`src/rtl/core/tks_pkg.sv`:
```
// ----------------------------------------------------------------------------
// tks_pkg
// Shared types, codes and character constants for the token scanner.
// ----------------------------------------------------------------------------
package tks_pkg;

  // Default width of the internal row and column counters
  localparam int POS_BITS_DEF = 16;

  // Result queue depth; one scanned byte pushes at most two records
  localparam int OQ_DEPTH = 4;
  localparam int OQ_PTR_W = $clog2(OQ_DEPTH);
  localparam int OQ_CNT_W = $clog2(OQ_DEPTH + 1);

  // Scanner modes
  typedef enum logic [3:0] {
    M_IDLE    = 4'd0,
    M_COMMENT = 4'd1,
    M_INT     = 4'd2,
    M_STR     = 4'd3,
    M_IDENT   = 4'd4,
    M_CMD     = 4'd5,
    M_BLOCK   = 4'd6,
    M_COLON   = 4'd7,
    M_EQ      = 4'd8,
    M_REL     = 4'd9
  } mode_t;

  // Token kinds
  localparam logic [3:0] K_INT    = 4'd0;
  localparam logic [3:0] K_STR    = 4'd1;
  localparam logic [3:0] K_IDENT  = 4'd2;
  localparam logic [3:0] K_CMD    = 4'd3;
  localparam logic [3:0] K_BLOCK  = 4'd4;
  localparam logic [3:0] K_LP     = 4'd5;
  localparam logic [3:0] K_RP     = 4'd6;
  localparam logic [3:0] K_ADD    = 4'd7;
  localparam logic [3:0] K_MUL    = 4'd8;
  localparam logic [3:0] K_ASSIGN = 4'd9;
  localparam logic [3:0] K_EQU    = 4'd10;
  localparam logic [3:0] K_REL    = 4'd11;
  localparam logic [3:0] K_EOF    = 4'd12;

  // Error codes
  localparam logic [2:0] E_NONE       = 3'd0;
  localparam logic [2:0] E_BAD_CHAR   = 3'd1;
  localparam logic [2:0] E_OPEN_STR   = 3'd2;
  localparam logic [2:0] E_EMPTY_ID   = 3'd3;
  localparam logic [2:0] E_EMPTY_CMD  = 3'd4;
  localparam logic [2:0] E_OPEN_BLOCK = 3'd5;
  localparam logic [2:0] E_BAD_COLON  = 3'd6;
  localparam logic [2:0] E_BAD_EQU    = 3'd7;

  // Characters
  localparam logic [7:0] CH_LF     = 8'h0A;
  localparam logic [7:0] CH_SEMI   = 8'h3B;
  localparam logic [7:0] CH_QUOTE  = 8'h22;
  localparam logic [7:0] CH_DOLLAR = 8'h24;
  localparam logic [7:0] CH_AT     = 8'h40;
  localparam logic [7:0] CH_LBRK   = 8'h5B;
  localparam logic [7:0] CH_RBRK   = 8'h5D;
  localparam logic [7:0] CH_COLON  = 8'h3A;
  localparam logic [7:0] CH_EQUAL  = 8'h3D;
  localparam logic [7:0] CH_BANG   = 8'h21;
  localparam logic [7:0] CH_UNDER  = 8'h5F;
  localparam logic [7:0] CH_LPAREN = 8'h28;
  localparam logic [7:0] CH_RPAREN = 8'h29;
  localparam logic [7:0] CH_PLUS   = 8'h2B;
  localparam logic [7:0] CH_MINUS  = 8'h2D;
  localparam logic [7:0] CH_STAR   = 8'h2A;
  localparam logic [7:0] CH_SLASH  = 8'h2F;
  localparam logic [7:0] CH_LT     = 8'h3C;
  localparam logic [7:0] CH_GT     = 8'h3E;

  // One result record
  typedef struct packed {
    logic [3:0]  kind;
    logic [7:0]  text_char;
    logic        has_char;
    logic        first;
    logic        last;
    logic [15:0] row;
    logic [15:0] col;
    logic [2:0]  error;
  } rec_t;

  // Push request from the scanner into the result queue
  typedef struct packed {
    logic v0;
    logic v1;
    rec_t r0;
    rec_t r1;
  } push_t;

endpackage

```
`src/rtl/core/tks_if.sv`:
```
// ----------------------------------------------------------------------------
// tks_if
// Valid/ready channels: source bytes in, token records out.
// ----------------------------------------------------------------------------
interface tks_char_if;
  logic       valid;
  logic       ready;
  logic [7:0] ch;
  logic       end_of_input;

  modport source (output valid, output ch, output end_of_input, input ready);
  modport sink (input valid, input ch, input end_of_input, output ready);
endinterface

interface tks_tok_if;
  logic        valid;
  logic        ready;
  logic [3:0]  kind;
  logic [7:0]  text_char;
  logic        has_char;
  logic        first;
  logic        last;
  logic [15:0] row;
  logic [15:0] col;
  logic [2:0]  error;

  modport source (output valid, output kind, output text_char, output has_char,
                  output first, output last, output row, output col,
                  output error, input ready);
  modport sink (input valid, input kind, input text_char, input has_char,
                input first, input last, input row, input col,
                input error, output ready);
endinterface

```
`src/rtl/core/tks_outq.sv`:
```
// ----------------------------------------------------------------------------
// tks_outq
// Result queue: takes up to two records a cycle, sends one a cycle when ready.
// ----------------------------------------------------------------------------
module tks_outq (
  input  logic           clk,
  input  logic           rst,
  input  tks_pkg::push_t push,
  output logic           room,
  tks_tok_if.source      tokens
);
  import tks_pkg::*;

  rec_t                mem [OQ_DEPTH];
  logic [OQ_PTR_W-1:0] wr_ptr;
  logic [OQ_PTR_W-1:0] rd_ptr;
  logic [OQ_CNT_W-1:0] count;
  logic                pop;
  rec_t                head;

  // Space for a full two-record request
  assign room = count <= OQ_CNT_W'(OQ_DEPTH - 2);
  assign pop  = tokens.valid && tokens.ready;
  assign head = mem[rd_ptr];

  // Record storage
  always_ff @(posedge clk) begin
    if (push.v0) begin
      mem[wr_ptr] <= push.r0;
    end
    if (push.v1) begin
      mem[wr_ptr + OQ_PTR_W'(1)] <= push.r1;
    end
  end

  // Pointers and fill count
  always_ff @(posedge clk) begin
    if (rst) begin
      wr_ptr <= '0;
      rd_ptr <= '0;
      count  <= '0;
    end else begin
      wr_ptr <= wr_ptr + OQ_PTR_W'(push.v0) + OQ_PTR_W'(push.v1);
      rd_ptr <= rd_ptr + OQ_PTR_W'(pop);
      count  <= count + OQ_CNT_W'(push.v0) + OQ_CNT_W'(push.v1) - OQ_CNT_W'(pop);
    end
  end

  // Head of queue drives the output channel
  assign tokens.valid     = count != '0;
  assign tokens.kind      = head.kind;
  assign tokens.text_char = head.text_char;
  assign tokens.has_char  = head.has_char;
  assign tokens.first     = head.first;
  assign tokens.last      = head.last;
  assign tokens.row       = head.row;
  assign tokens.col       = head.col;
  assign tokens.error     = head.error;

endmodule

```
`src/rtl/core/tks_core.sv`:
```
// ----------------------------------------------------------------------------
// tks_core
// Scanner state and the single-pass step: one byte in, up to two records out.
// ----------------------------------------------------------------------------
module tks_core #(
  parameter int POS_BITS = tks_pkg::POS_BITS_DEF
) (
  input  logic           clk,
  input  logic           rst,
  input  logic           go,
  input  logic [7:0]     ch,
  input  logic           eoi,
  output tks_pkg::push_t push
);
  import tks_pkg::*;

  localparam int PW = (POS_BITS > 16) ? POS_BITS : 16;

  typedef logic [POS_BITS-1:0] pos_t;

  mode_t      mode, mode_next;
  pos_t       cur_row, cur_col, start_row, start_col;
  pos_t       row_next, col_next, srow_next, scol_next;
  pos_t       arow, acol;
  logic [7:0] held_char, held_next;
  logic       name_empty, empty_next;
  logic       halted, halted_next;

  logic       a0v, a1v, bv, fall;
  rec_t       a0, a1, b;
  logic [3:0] tkind;

  function automatic logic is_digit(logic [7:0] c);
    return c >= "0" && c <= "9";
  endfunction

  function automatic logic is_word(logic [7:0] c);
    return is_digit(c) || (c >= "A" && c <= "Z") || (c >= "a" && c <= "z") ||
           c == CH_UNDER;
  endfunction

  function automatic logic is_space(logic [7:0] c);
    return c == " " || (c >= 8'd9 && c <= 8'd13);
  endfunction

  // Report positions capped at 16 bits
  function automatic logic [15:0] cap(pos_t v);
    logic [PW-1:0] e;
    e = PW'(v);
    return (e > PW'(16'hFFFF)) ? 16'hFFFF : e[15:0];
  endfunction

  function automatic rec_t mk(logic [3:0] k, logic [7:0] c, logic has, logic f,
                              logic l, pos_t r, pos_t cl, logic [2:0] err);
    rec_t x;
    x.kind      = k;
    x.text_char = c;
    x.has_char  = has;
    x.first     = f;
    x.last      = l;
    x.row       = cap(r);
    x.col       = cap(cl);
    x.error     = err;
    return x;
  endfunction

  // Position after the current byte, saturating
  always_comb begin
    arow = cur_row;
    acol = cur_col;
    if (ch == CH_LF) begin
      if (cur_row != '1) arow = cur_row + POS_BITS'(1);
      acol = POS_BITS'(1);
    end else if (cur_col != '1) begin
      acol = cur_col + POS_BITS'(1);
    end
  end

  // Step logic
  always_comb begin
    mode_next   = mode;
    row_next    = cur_row;
    col_next    = cur_col;
    srow_next   = start_row;
    scol_next   = start_col;
    held_next   = held_char;
    empty_next  = name_empty;
    halted_next = halted;
    a0v  = 1'b0;
    a1v  = 1'b0;
    bv   = 1'b0;
    fall = 1'b0;
    a0   = mk(K_INT, 8'd0, 1'b0, 1'b0, 1'b0, start_row, start_col, E_NONE);
    a1   = a0;
    b    = a0;
    tkind = K_INT;

    if (!halted) begin
      // Pending token of the current mode
      case (mode)
        M_COMMENT: begin
          if (!eoi) begin
            row_next = arow;
            col_next = acol;
            if (ch == CH_LF) mode_next = M_IDLE;
          end else begin
            mode_next = M_IDLE;
            fall      = 1'b1;
          end
        end
        M_INT: begin
          a0v = 1'b1;
          if (!eoi && is_digit(ch)) begin
            a0       = mk(K_INT, ch, 1'b1, 1'b0, 1'b0, start_row, start_col, E_NONE);
            row_next = arow;
            col_next = acol;
          end else begin
            a0        = mk(K_INT, 8'd0, 1'b0, 1'b0, 1'b1, start_row, start_col, E_NONE);
            mode_next = M_IDLE;
            fall      = 1'b1;
          end
        end
        M_IDENT, M_CMD: begin
          tkind = (mode == M_IDENT) ? K_IDENT : K_CMD;
          a0v   = 1'b1;
          if (!eoi && is_word(ch)) begin
            a0 = mk(tkind, ch, 1'b1, name_empty, 1'b0, start_row, start_col, E_NONE);
            empty_next = 1'b0;
            row_next   = arow;
            col_next   = acol;
          end else if (name_empty) begin
            a0 = mk(K_INT, 8'd0, 1'b0, 1'b0, 1'b0, start_row, start_col,
                    (mode == M_IDENT) ? E_EMPTY_ID : E_EMPTY_CMD);
            halted_next = 1'b1;
          end else begin
            a0        = mk(tkind, 8'd0, 1'b0, 1'b0, 1'b1, start_row, start_col, E_NONE);
            mode_next = M_IDLE;
            fall      = 1'b1;
          end
        end
        M_STR, M_BLOCK: begin
          tkind = (mode == M_STR) ? K_STR : K_BLOCK;
          a0v   = 1'b1;
          if (eoi) begin
            a0 = mk(K_INT, 8'd0, 1'b0, 1'b0, 1'b0, cur_row, cur_col,
                    (mode == M_STR) ? E_OPEN_STR : E_OPEN_BLOCK);
            halted_next = 1'b1;
          end else begin
            row_next = arow;
            col_next = acol;
            if (ch == ((mode == M_STR) ? CH_QUOTE : CH_RBRK)) begin
              a0 = mk(tkind, 8'd0, 1'b0, name_empty, 1'b1, start_row, start_col,
                      E_NONE);
              mode_next = M_IDLE;
            end else begin
              a0 = mk(tkind, ch, 1'b1, name_empty, 1'b0, start_row, start_col,
                      E_NONE);
              empty_next = 1'b0;
            end
          end
        end
        M_COLON, M_EQ: begin
          tkind = (mode == M_COLON) ? K_ASSIGN : K_EQU;
          a0v   = 1'b1;
          if (!eoi && ch == CH_EQUAL) begin
            a1v = 1'b1;
            a0  = mk(tkind, held_char, 1'b1, 1'b1, 1'b0, start_row, start_col, E_NONE);
            a1  = mk(tkind, ch, 1'b1, 1'b0, 1'b1, start_row, start_col, E_NONE);
            row_next  = arow;
            col_next  = acol;
            mode_next = M_IDLE;
          end else begin
            a0 = mk(K_INT, 8'd0, 1'b0, 1'b0, 1'b0, start_row, start_col,
                    (mode == M_COLON) ? E_BAD_COLON : E_BAD_EQU);
            halted_next = 1'b1;
          end
        end
        M_REL: begin
          a0v       = 1'b1;
          mode_next = M_IDLE;
          if (!eoi && ch == CH_EQUAL) begin
            a0       = mk(K_REL, ch, 1'b1, 1'b0, 1'b1, start_row, start_col, E_NONE);
            row_next = arow;
            col_next = acol;
          end else begin
            a0   = mk(K_REL, 8'd0, 1'b0, 1'b0, 1'b1, start_row, start_col, E_NONE);
            fall = 1'b1;
          end
        end
        default: begin
          mode_next = M_IDLE;
          fall      = 1'b1;
        end
      endcase

      // Byte scanned from idle, or end of file
      if (fall) begin
        bv = 1'b1;
        if (eoi) begin
          b = mk(K_EOF, 8'd0, 1'b0, 1'b1, 1'b1, cur_row, cur_col, E_NONE);
        end else if (is_space(ch)) begin
          bv       = 1'b0;
          row_next = arow;
          col_next = acol;
        end else if (is_digit(ch)) begin
          srow_next  = cur_row;
          scol_next  = cur_col;
          empty_next = 1'b1;
          b          = mk(K_INT, ch, 1'b1, 1'b1, 1'b0, cur_row, cur_col, E_NONE);
          mode_next  = M_INT;
          row_next   = arow;
          col_next   = acol;
        end else begin
          row_next = arow;
          col_next = acol;
          case (ch)
            CH_SEMI: begin
              bv        = 1'b0;
              mode_next = M_COMMENT;
            end
            CH_QUOTE, CH_DOLLAR, CH_AT, CH_LBRK, CH_COLON, CH_EQUAL, CH_BANG: begin
              bv         = 1'b0;
              srow_next  = cur_row;
              scol_next  = cur_col;
              empty_next = 1'b1;
              held_next  = ch;
              case (ch)
                CH_QUOTE:  mode_next = M_STR;
                CH_DOLLAR: mode_next = M_IDENT;
                CH_AT:     mode_next = M_CMD;
                CH_LBRK:   mode_next = M_BLOCK;
                CH_COLON:  mode_next = M_COLON;
                default:   mode_next = M_EQ;
              endcase
              // only the operator openers load the held character
              if (ch == CH_QUOTE || ch == CH_DOLLAR || ch == CH_AT || ch == CH_LBRK) begin
                held_next = held_char;
              end
            end
            CH_LPAREN: b = mk(K_LP, ch, 1'b1, 1'b1, 1'b1, cur_row, cur_col, E_NONE);
            CH_RPAREN: b = mk(K_RP, ch, 1'b1, 1'b1, 1'b1, cur_row, cur_col, E_NONE);
            CH_PLUS, CH_MINUS: begin
              b = mk(K_ADD, ch, 1'b1, 1'b1, 1'b1, cur_row, cur_col, E_NONE);
            end
            CH_STAR, CH_SLASH: begin
              b = mk(K_MUL, ch, 1'b1, 1'b1, 1'b1, cur_row, cur_col, E_NONE);
            end
            CH_LT, CH_GT: begin
              srow_next  = cur_row;
              scol_next  = cur_col;
              empty_next = 1'b1;
              b          = mk(K_REL, ch, 1'b1, 1'b1, 1'b0, cur_row, cur_col, E_NONE);
              mode_next  = M_REL;
            end
            default: begin
              b           = mk(K_INT, 8'd0, 1'b0, 1'b0, 1'b0, cur_row, cur_col,
                               E_BAD_CHAR);
              halted_next = 1'b1;
              row_next    = cur_row;
              col_next    = cur_col;
            end
          endcase
        end
      end
    end
  end

  // Pack records in order into the queue request
  always_comb begin
    push.v0 = go && (a0v || bv);
    push.v1 = go && (a1v || (a0v && bv));
    push.r0 = a0v ? a0 : b;
    push.r1 = a1v ? a1 : b;
  end

  // State registers
  always_ff @(posedge clk) begin
    if (rst) begin
      mode       <= M_IDLE;
      cur_row    <= POS_BITS'(1);
      cur_col    <= POS_BITS'(1);
      start_row  <= POS_BITS'(1);
      start_col  <= POS_BITS'(1);
      held_char  <= 8'd0;
      name_empty <= 1'b1;
      halted     <= 1'b0;
    end else if (go) begin
      mode       <= mode_next;
      cur_row    <= row_next;
      cur_col    <= col_next;
      start_row  <= srow_next;
      start_col  <= scol_next;
      held_char  <= held_next;
      name_empty <= empty_next;
      halted     <= halted_next;
    end
  end

endmodule

```
`src/rtl/core/token_scanner.sv`:
```
// ----------------------------------------------------------------------------
// token_scanner
// Streaming lexer: one source byte per request in, token records out.
// Each byte passes through the input register and then the result queue.
// Throughput: one byte per cycle while the result queue has room for two
// records; the queue drains one record per cycle while the sink is ready.
// Reset (rst, synchronous): idle mode, position row 1 column 1, queue empty,
// halt cleared. After an error the scanner drops all bytes until reset.
// ----------------------------------------------------------------------------
module token_scanner #(
  parameter int POS_BITS = tks_pkg::POS_BITS_DEF
) (
  input logic        clk,
  input logic        rst,
  tks_char_if.sink   chars,
  tks_tok_if.source  tokens
);
  import tks_pkg::*;

  logic       stage_valid;
  logic [7:0] stage_ch;
  logic       stage_eoi;
  logic       room;
  logic       go;
  push_t      push;

  // Scan the staged byte once the queue can take two records
  assign go          = stage_valid && room;
  assign chars.ready = !stage_valid || go;

  // Input register
  always_ff @(posedge clk) begin
    if (rst) begin
      stage_valid <= 1'b0;
    end else if (chars.ready) begin
      stage_valid <= chars.valid;
    end
  end

  always_ff @(posedge clk) begin
    if (chars.ready && chars.valid) begin
      stage_ch  <= chars.ch;
      stage_eoi <= chars.end_of_input;
    end
  end

  tks_core #(
    .POS_BITS(POS_BITS)
  ) u_core (
    .clk  (clk),
    .rst  (rst),
    .go   (go),
    .ch   (stage_ch),
    .eoi  (stage_eoi),
    .push (push)
  );

  tks_outq u_outq (
    .clk    (clk),
    .rst    (rst),
    .push   (push),
    .room   (room),
    .tokens (tokens)
  );

endmodule

```
`src/flat_wrapper.sv`:
```
// flat-port wrapper written by rule: the top's interface ports become plain ports
module token_scanner_flat import tks_pkg::*;
#(
  parameter int POS_BITS = tks_pkg::POS_BITS_DEF
)
  (clk, rst, chars_valid, chars_ch, chars_end_of_input, chars_ready, tokens_valid, tokens_kind, tokens_text_char, tokens_has_char, tokens_first, tokens_last, tokens_row, tokens_col, tokens_error, tokens_ready);
  tks_char_if chars_i ();
  tks_tok_if tokens_i ();
  input logic clk;
  input logic rst;
  input wire logic [$bits(chars_i.valid)-1:0] chars_valid;
  input wire logic [$bits(chars_i.ch)-1:0] chars_ch;
  input wire logic [$bits(chars_i.end_of_input)-1:0] chars_end_of_input;
  output wire logic [$bits(chars_i.ready)-1:0] chars_ready;
  output wire logic [$bits(tokens_i.valid)-1:0] tokens_valid;
  output wire logic [$bits(tokens_i.kind)-1:0] tokens_kind;
  output wire logic [$bits(tokens_i.text_char)-1:0] tokens_text_char;
  output wire logic [$bits(tokens_i.has_char)-1:0] tokens_has_char;
  output wire logic [$bits(tokens_i.first)-1:0] tokens_first;
  output wire logic [$bits(tokens_i.last)-1:0] tokens_last;
  output wire logic [$bits(tokens_i.row)-1:0] tokens_row;
  output wire logic [$bits(tokens_i.col)-1:0] tokens_col;
  output wire logic [$bits(tokens_i.error)-1:0] tokens_error;
  input wire logic [$bits(tokens_i.ready)-1:0] tokens_ready;
  assign chars_i.valid = chars_valid;
  assign chars_i.ch = chars_ch;
  assign chars_i.end_of_input = chars_end_of_input;
  assign chars_ready = chars_i.ready;
  assign tokens_valid = tokens_i.valid;
  assign tokens_kind = tokens_i.kind;
  assign tokens_text_char = tokens_i.text_char;
  assign tokens_has_char = tokens_i.has_char;
  assign tokens_first = tokens_i.first;
  assign tokens_last = tokens_i.last;
  assign tokens_row = tokens_i.row;
  assign tokens_col = tokens_i.col;
  assign tokens_error = tokens_i.error;
  assign tokens_i.ready = tokens_ready;
  token_scanner #(.POS_BITS(POS_BITS)) u_core (.clk(clk), .rst(rst), .chars(chars_i), .tokens(tokens_i));
endmodule
```
`config.mk`:
```
export PLATFORM = sky130hd
export DESIGN_NAME = token_scanner_flat
export DESIGN_NICKNAME = d
export VERILOG_FILES = /design/src/rtl/core/tks_pkg.sv /design/src/rtl/core/tks_if.sv /design/src/rtl/core/tks_outq.sv /design/src/rtl/core/tks_core.sv /design/src/rtl/core/token_scanner.sv /design/src/flat_wrapper.sv
export SDC_FILE = /design/constraint.sdc
export NUM_CORES = 1
export LEC_CHECK = 0
export BUFFER_PORTS_ARGS = -buffer_cell sky130_fd_sc_hd__buf_2
export CORE_MARGIN = 5
export CORE_UTILIZATION = 32
export CTS_BUF_LIST = sky130_fd_sc_hd__clkbuf_2
export DETAILED_ROUTE_END_ITERATION = 6
export PLACE_DENSITY = 0.54
export SYNTH_ARGS = -nofsm -noshare
export SYNTH_HDL_FRONTEND = slang
export SYNTH_SLANG_ARGS = --single-unit
export TNS_END_PERCENT = 1
```
`constraint.sdc`:
```
create_clock -name clk -period 3.73 [get_ports clk]
set_input_delay 0.746 -clock clk [delete_from_list [all_inputs] [get_ports clk]]
set_output_delay 0.746 -clock clk [all_outputs]
set_load 0.01 [all_outputs]
```
* After elaboration in Yosys (flattened, before gate mapping)
Memory sizes are Yosys's and may differ from the RTL's. A register that Yosys moved wholly into a read port is not among the register bits.
Cells that the tools add are included.
** Storage, ports and cells
- Logic and storage cells :: 234
- Memory bits (writable) :: 200
- Register bits after elaboration :: 95
- Memories :: 1
- Latch bits :: 0
- Input port bits :: 13
- Memory bits (read-only) :: 0
** Memory list
- u_core.u_outq.mem :: words 4, bits a word 50, rd ports 1, clocked after Yosys merged registers in 1, wr ports 2, RTL line tks_outq.sv:14 : rec_t mem [OQ_DEPTH];
** Operators by class
- Eq/ne operators :: 32
- $lt $le $gt $ge :: 13
- Add/subtract/negate cells :: 9
- Divide/modulo/power cells :: 0
- Shifts and indexed selects :: 0
- Mux-type cells :: 115
- Reductions and logical operators :: 45
- Bitwise logic cells :: 5
- Multipliers :: 0
** Operators by type and width (count)
- $mux W50 :: 12
- $mux W16 :: 30
- $pmux W50 S6 :: 1
- $pmux W50 S5 :: 1
- $mux W46 :: 3
- $pmux W16 S4 :: 2
- $eq A8 B6 Y1 const B :: 15
- $mux W48 :: 2
- $gt A16 B16 Y1 const B :: 4
- $mux W49 :: 1
- $mux W4 :: 12
- $pmux W4 S5 :: 2
- $mux W1 :: 39
- $add A16 B1 Y16 const B :: 2
- $ne A16 B16 Y1 const B :: 2
- $eq A8 B7 Y1 const B :: 3
- $eq A4 B3 Y1 const B :: 4
- $ge A8 B7 Y1 const B :: 2
- $le A8 B7 Y1 const B :: 2
- $reduce_or A16 Y1 :: 1
- $reduce_or A8 Y1 :: 2
- $logic_and A1 B1 Y1 :: 13
- $pmux W4 S3 :: 1
- $reduce_or A2 Y1 :: 6
- other kinds (34) :: 57

* Longest topological paths before layout
- Word-level depth :: 16
- Depth in mapped cells :: 16

* By module
From an unflattened synthesis, not the netlist that was laid out.
** Unflattened totals
- Cell total of the unflattened synthesis :: 1319
- Area total of the unflattened synthesis :: 16683.5 µm²
** By module, submodules not included
- tks_outq :: seq. area each 6145.9 µm², area an instance 9972.1 µm², times used 1, cells each 527
- tks_core :: seq. area each 1561.5 µm², area an instance 6378.6 µm², times used 1, cells each 777
- token_scanner :: seq. area each 290.3 µm², area an instance 332.8 µm², times used 1, cells each 15

* Worst setup path after synthesis
OpenSTA, ideal clock, no wires.
- Kind :: flip-flop to flip-flop
- Start point :: register u_core.stage_ch[4]
- End point :: memory u_core.u_outq.mem[1][0] (netlist name) (enable)
- Stages on the path, launching flop included :: 12
- Buffers on the path :: 3
- Arrival time :: 3.429 ns
- Clock period less this slack :: 4.013 ns
- Required time :: 3.146 ns
- Slack :: -0.283 ns
- Path through :: edfxtp_1 -> buf_6 -> or4_4 -> a211oi_2 -> a21oi_1 -> a31oi_1 -> or3_1 -> clkbuf_1 -> nand2_1 -> nand2_1 -> buf_2 -> nand2_1
** RTL lines
- start: declaration :: RTL line token_scanner.sv:21 : logic [7:0] stage_ch;
- start signal: assignment :: RTL line token_scanner.sv:42 : stage_ch <= chars.ch;
- end: declaration :: RTL line tks_outq.sv:14

* Final worst setup path
- Start point :: register u_core.stage_ch[0]
- End point :: register u_core.u_outq.count[2]
** On the way
- Longest elaborated chain between the ends :: 16
- Elaborated cells on any way between the ends :: 52
- Classes of those cells :: add/sub: 3; order compare: 8; eq/ne: 10; mux: 14; reduce/logical: 17
** Ends and longest elaborated chain
- $ge A8 B6 Y1, or another cell as far along :: RTL line tks_core.sv:34 : return c >= "0" && c <= "9";
- $logic_and A1 B1 Y1 (on tied branches) :: RTL line tks_core.sv:34, tks_core.sv:38
- $logic_or A1 B1 Y1 (3 in series) :: RTL line tks_core.sv:38 : return is_digit(c) || (c >= "A" && c <= "Z") || (c >= "a" && c <= "z") ||
- $logic_and A1 B1 Y1 :: RTL line tks_core.sv:126 : if (!eoi && is_word(ch)) begin
- $mux W1 :: RTL line tks_core.sv:126
- $pmux W1 S5 :: RTL line tks_core.sv:100 : case (mode)
- $mux W1 :: RTL line tks_core.sv:98 : if (!halted) begin
- $mux W1 :: RTL line tks_core.sv:197 : if (fall) begin
- $mux W1 :: RTL line tks_core.sv:98
- $logic_or A1 B1 Y1 or $logic_and A1 B1 Y1 (tied branches) :: RTL line tks_core.sv:270, tks_core.sv:271
- $logic_and A1 B1 Y1 or $logic_or A1 B1 Y1 (tied branches) :: RTL line tks_core.sv:270, tks_core.sv:271
- $add A3 B1 Y3 or $logic_and A1 B1 Y1 (tied branches) :: RTL line tks_outq.sv:45, tks_core.sv:271
- $add A3 B1 Y3 * :: RTL line tks_outq.sv:45 : count <= count + OQ_CNT_W'(push.v0) + OQ_CNT_W'(push.v1) - OQ_CNT_W'(pop);
- $sub A3 B1 Y3 * :: RTL line tks_outq.sv:45
- end signal: assignment :: RTL line tks_outq.sv:45
- end: declaration :: RTL line tks_outq.sv:17 : logic [OQ_CNT_W-1:0] count;
Every way passes the cells marked *; elsewhere a longest branch is shown, timed or not. The select of a mux whose other input is x is not followed.
A chain may end at the register's enable or synchronous reset.

==> run metrics <==
area of the core=46300 sq um; Startpoint Class=flop; global route hottest layer=met2; routed wire length=44200 um; global route total overflow=0; Slowest-stage cell, CP=or3_1; Pint=0.00552 W; Slew @ Worst Pin=1070 ps; mapped cell area=14900 sq um; top cells by instance count after synthesis=edfxtp_1, nor2_1, a22o_1; number of global-route vias before repair=11692; critical path class=reg2reg; Adder-Cell Fraction of Synth Area=0.823%; #FFs+latches synth=295; largest net degree at the start of global routing=49; max incr delay on CP=450 ps; Max Clock Skew=87.4 ps; met3 Resource Use GR=3.96%; Die Width=226 um; Simple-Gate Fraction of Synth Area=12.5%; CTS tree=built; final setup vio count=0; CTS Buf Count=78; Worst Hold Class=in2reg; final setup margin=191 ps; main combinational cell family by area after synthesis=compound AO/OA/AOI/OAI gates; nature of the critical path endpoint=flop; Max-cap violations=0; met2 Usage GRT=27.3%; dominant synthesized flop cell=edfxtp_1; Synth Area in XOR/XNOR=0.941%; post-synthesis compound-gate area fraction=18.7%; CP max FO=24; nets@finish=1436; Slew headroom=28.7%; Clk Latency, worst-skew pair=1030 ps; Syn Nets=1322; first-pass GRT wire length=68400 um; crit path DAT=4390 ps; initial antenna violation count=1; Overall Global Routing Usage=17.2%; Post-synth ARST share=0%; share of the synthesized area in the top cell type=40.5%; fillers=4672; clock slew at reported path FFs=110 ps; CTS Sinks=295; drt drc=0; status=completed; Placer Congestion=0.911; Synth area leader=edfxtp_1; EDFF count, synth=201; Final Slew Violations=0; CP Cell Sequence=buf_4 > or3_1 > or3_1 > o31a_1 > a31oi_2 > buf_4 > o21ai_1 > and2_1 > fa_1 > fa_1 > xor2_1 > nor2_1; clock buffer depth=3; Wirelength per Cell=21.2 um; pre-CTS WS=126 ps; synthesized instance count=1301; setup slack, reg-to-reg=190 ps; endpoints failing hold=0; site row count=79; H-tree depth=3; Initial Util=32.2%; Static Leakage=5.64 nW; worst path required time=4580 ps; routed vias/inst=5.60; Unique masters post-synth=84; Via Count=11676; Ys Warns=0; Buffers on Ports=64; Clk pwr share=29.3%; power per cell area=477 nW/um^2; Net Sw Power=0.00263 W; Post-DP HPWL=28300 um; Avg Cell Area, Syn=11.5 sq um; Period minus WS final=3540 ps; DRT antenna net count=0; die height=226 um; part of the cycle the worst path needs=94.9%; mux contribution to synthesized area=9.99%; share of cells above drive strength 1=24.9%; die area=51000 sq um; Area contributors post-synth=edfxtp_1, dfxtp_1, mux4_2; Sw Ratio=32.2%; number of detailed-route iterations in the first pass=7; most frequent cell after synthesis=edfxtp_1; Top Ports=65; Seq/Total Area, Yosys=53.1%; Initial DRC Count=855; sequential power share=47.4%; met1 GRT Util=22.7%; area grow syn2layout=14.6%; worst vdd ir=0.171 mV; Final Util=36.9%; combinational share of power=23.4%; highest clock rate=0.283 GHz; CTS Root Cell=clkbuf_2
flip-flops by register name, summed over array words and instances (netlist names), 3 cells and up:
register / cells
u_core.stage_ch: 8
u_core.u_core.cur_col: 16
u_core.u_core.cur_row: 16
u_core.u_core.held_char: 8
u_core.u_core.mode: 4
u_core.u_core.start_col: 16
u_core.u_core.start_row: 16
u_core.u_outq.count: 3
u_core.u_outq.mem: 200
power groups by stage:
| stage | sequential, W | combinational (W) | clock, W |
|---|---|---|---|
| 4_1_cts | 0.00387 | 0.00194 | 0.00249 |
| 6_report | 0.00386 | 0.00190 | 0.00238 |
| 3_5_place_dp | 0.00394 | 0.00192 | 0 |
| 2_1_floorplan | 0.00381 | 0.00127 | 0 |
| 5_1_grt | 0.00389 | 0.00206 | 0.00265 |
| 3_3_place_gp | 0.00393 | 0.00192 | 0 |
per-stage QoR:
stage	setup TNS [ps]	hold WS (ps)	cells	cell area [sq um]	power (W)
final	0	309	2086	17100	0.00815
after global routing	-105	299	2084	17100	0.00861
after CTS	0	192	2081	17000	0.00829
after detailed placement	0	431	1930	16200	0.00586
after global placement	0	427	1930	16200	0.00585
after floorplan	-40570	415	1301	14900	0.00508
cell type report:
class | count | area (sq um) | area share, %
diodes | 3 | 7.51 | 0.0440
clock buffers | 123 | 616 | 3.61
clock inverters | 18 | 136 | 0.799
inverters | 22 | 82.6 | 0.484
multi-input cells | 861 | 6450 | 37.8
flip-flops and latches | 295 | 7920 | 46.4
well taps | 607 | 759 | 4.45
repair buffers | 157 | 1090 | 6.41
worst paths after layout:
check / from / end / cells after the start
worst min-delay path: rst / u_core.u_core.start_col[12]$_SDFFE_PP0P_ / 3
worst max-delay path: u_core.stage_ch[0]$_DFFE_PP_ / u_core.u_outq.count[2]$_SDFF_PP0_ / 12
worst max register to register: u_core.stage_ch[0]$_DFFE_PP_ / u_core.u_outq.count[2]$_SDFF_PP0_ / 12
worst min register to register: u_core.u_core.held_char[6]$_SDFFE_PP0P_ / u_core.u_core.held_char[6]$_SDFFE_PP0P_ / 2
placed cells by master, fill, tap and decap left out, types with 6 or more instances in the layout:
cell type | synthesis | final
edfxtp_1 | 201 | 201
nor2_1 | 132 | 132
a22o_1 | 128 | 128
clkbuf_2 | 1 | 123
dfxtp_1 | 94 | 92
buf_4 | 1 | 79
nand2_1 | 74 | 69
buf_2 | 23 | 64
a21oi_1 | 60 | 60
o22ai_1 | 62 | 58
mux4_2 | 50 | 50
mux2i_1 | 34 | 34
o21ai_0 | 32 | 32
nand3_1 | 29 | 29
nor3_1 | 24 | 24
inv_1 | 21 | 21
nor2b_1 | 14 | 14
nor4_1 | 14 | 14
xnor2_1 | 14 | 14
clkinv_1 | 1 | 11
or3_1 | 11 | 11
nand4_1 | 11 | 11
a22oi_1 | 11 | 11
and3_1 | 10 | 10
dlygate4sd3_1 | 0 | 10
and2_1 | 9 | 9
a31oi_1 | 10 | 9
nand2b_1 | 8 | 8
a21o_1 | 8 | 8
a32o_1 | 8 | 8
o22ai_2 | 2 | 6
critical path, delay by kind of cell, from the launching register on:
kind,cells,cell delay (ps)
AND/OR/NAND/NOR,4,1100
adder cells (fa/ha/maj),2,830
AO/OA/AOI/OAI,3,530
buffers and inverters,2,410
flip-flops,1,390
XOR/XNOR,1,160
logic make-up after synthesis:
family,Yosys count
adders and majority gates,8
AOI/OAI and AO/OA,379
DFF,295
xor gates and xnor gates,16
muxes,86
and+or+nand+nor,372
buffers and inverters,145
repair_timing:
action                                  in CTS  in global routing
endpoints found under the setup margin       0                  2
endpoints found under the hold margin       10                  0
buffers inserted                             0                  2
hold buffers                                10                  0
gates resized for setup                      0                  4
per-layer routing:
layer	vias up	wire [um]
met5	-	0
met4	0	1410
met3	108	3130
met2	445	20600
met1	5761	19100
li1	5362	-
(Power assumes the default switching activity.)
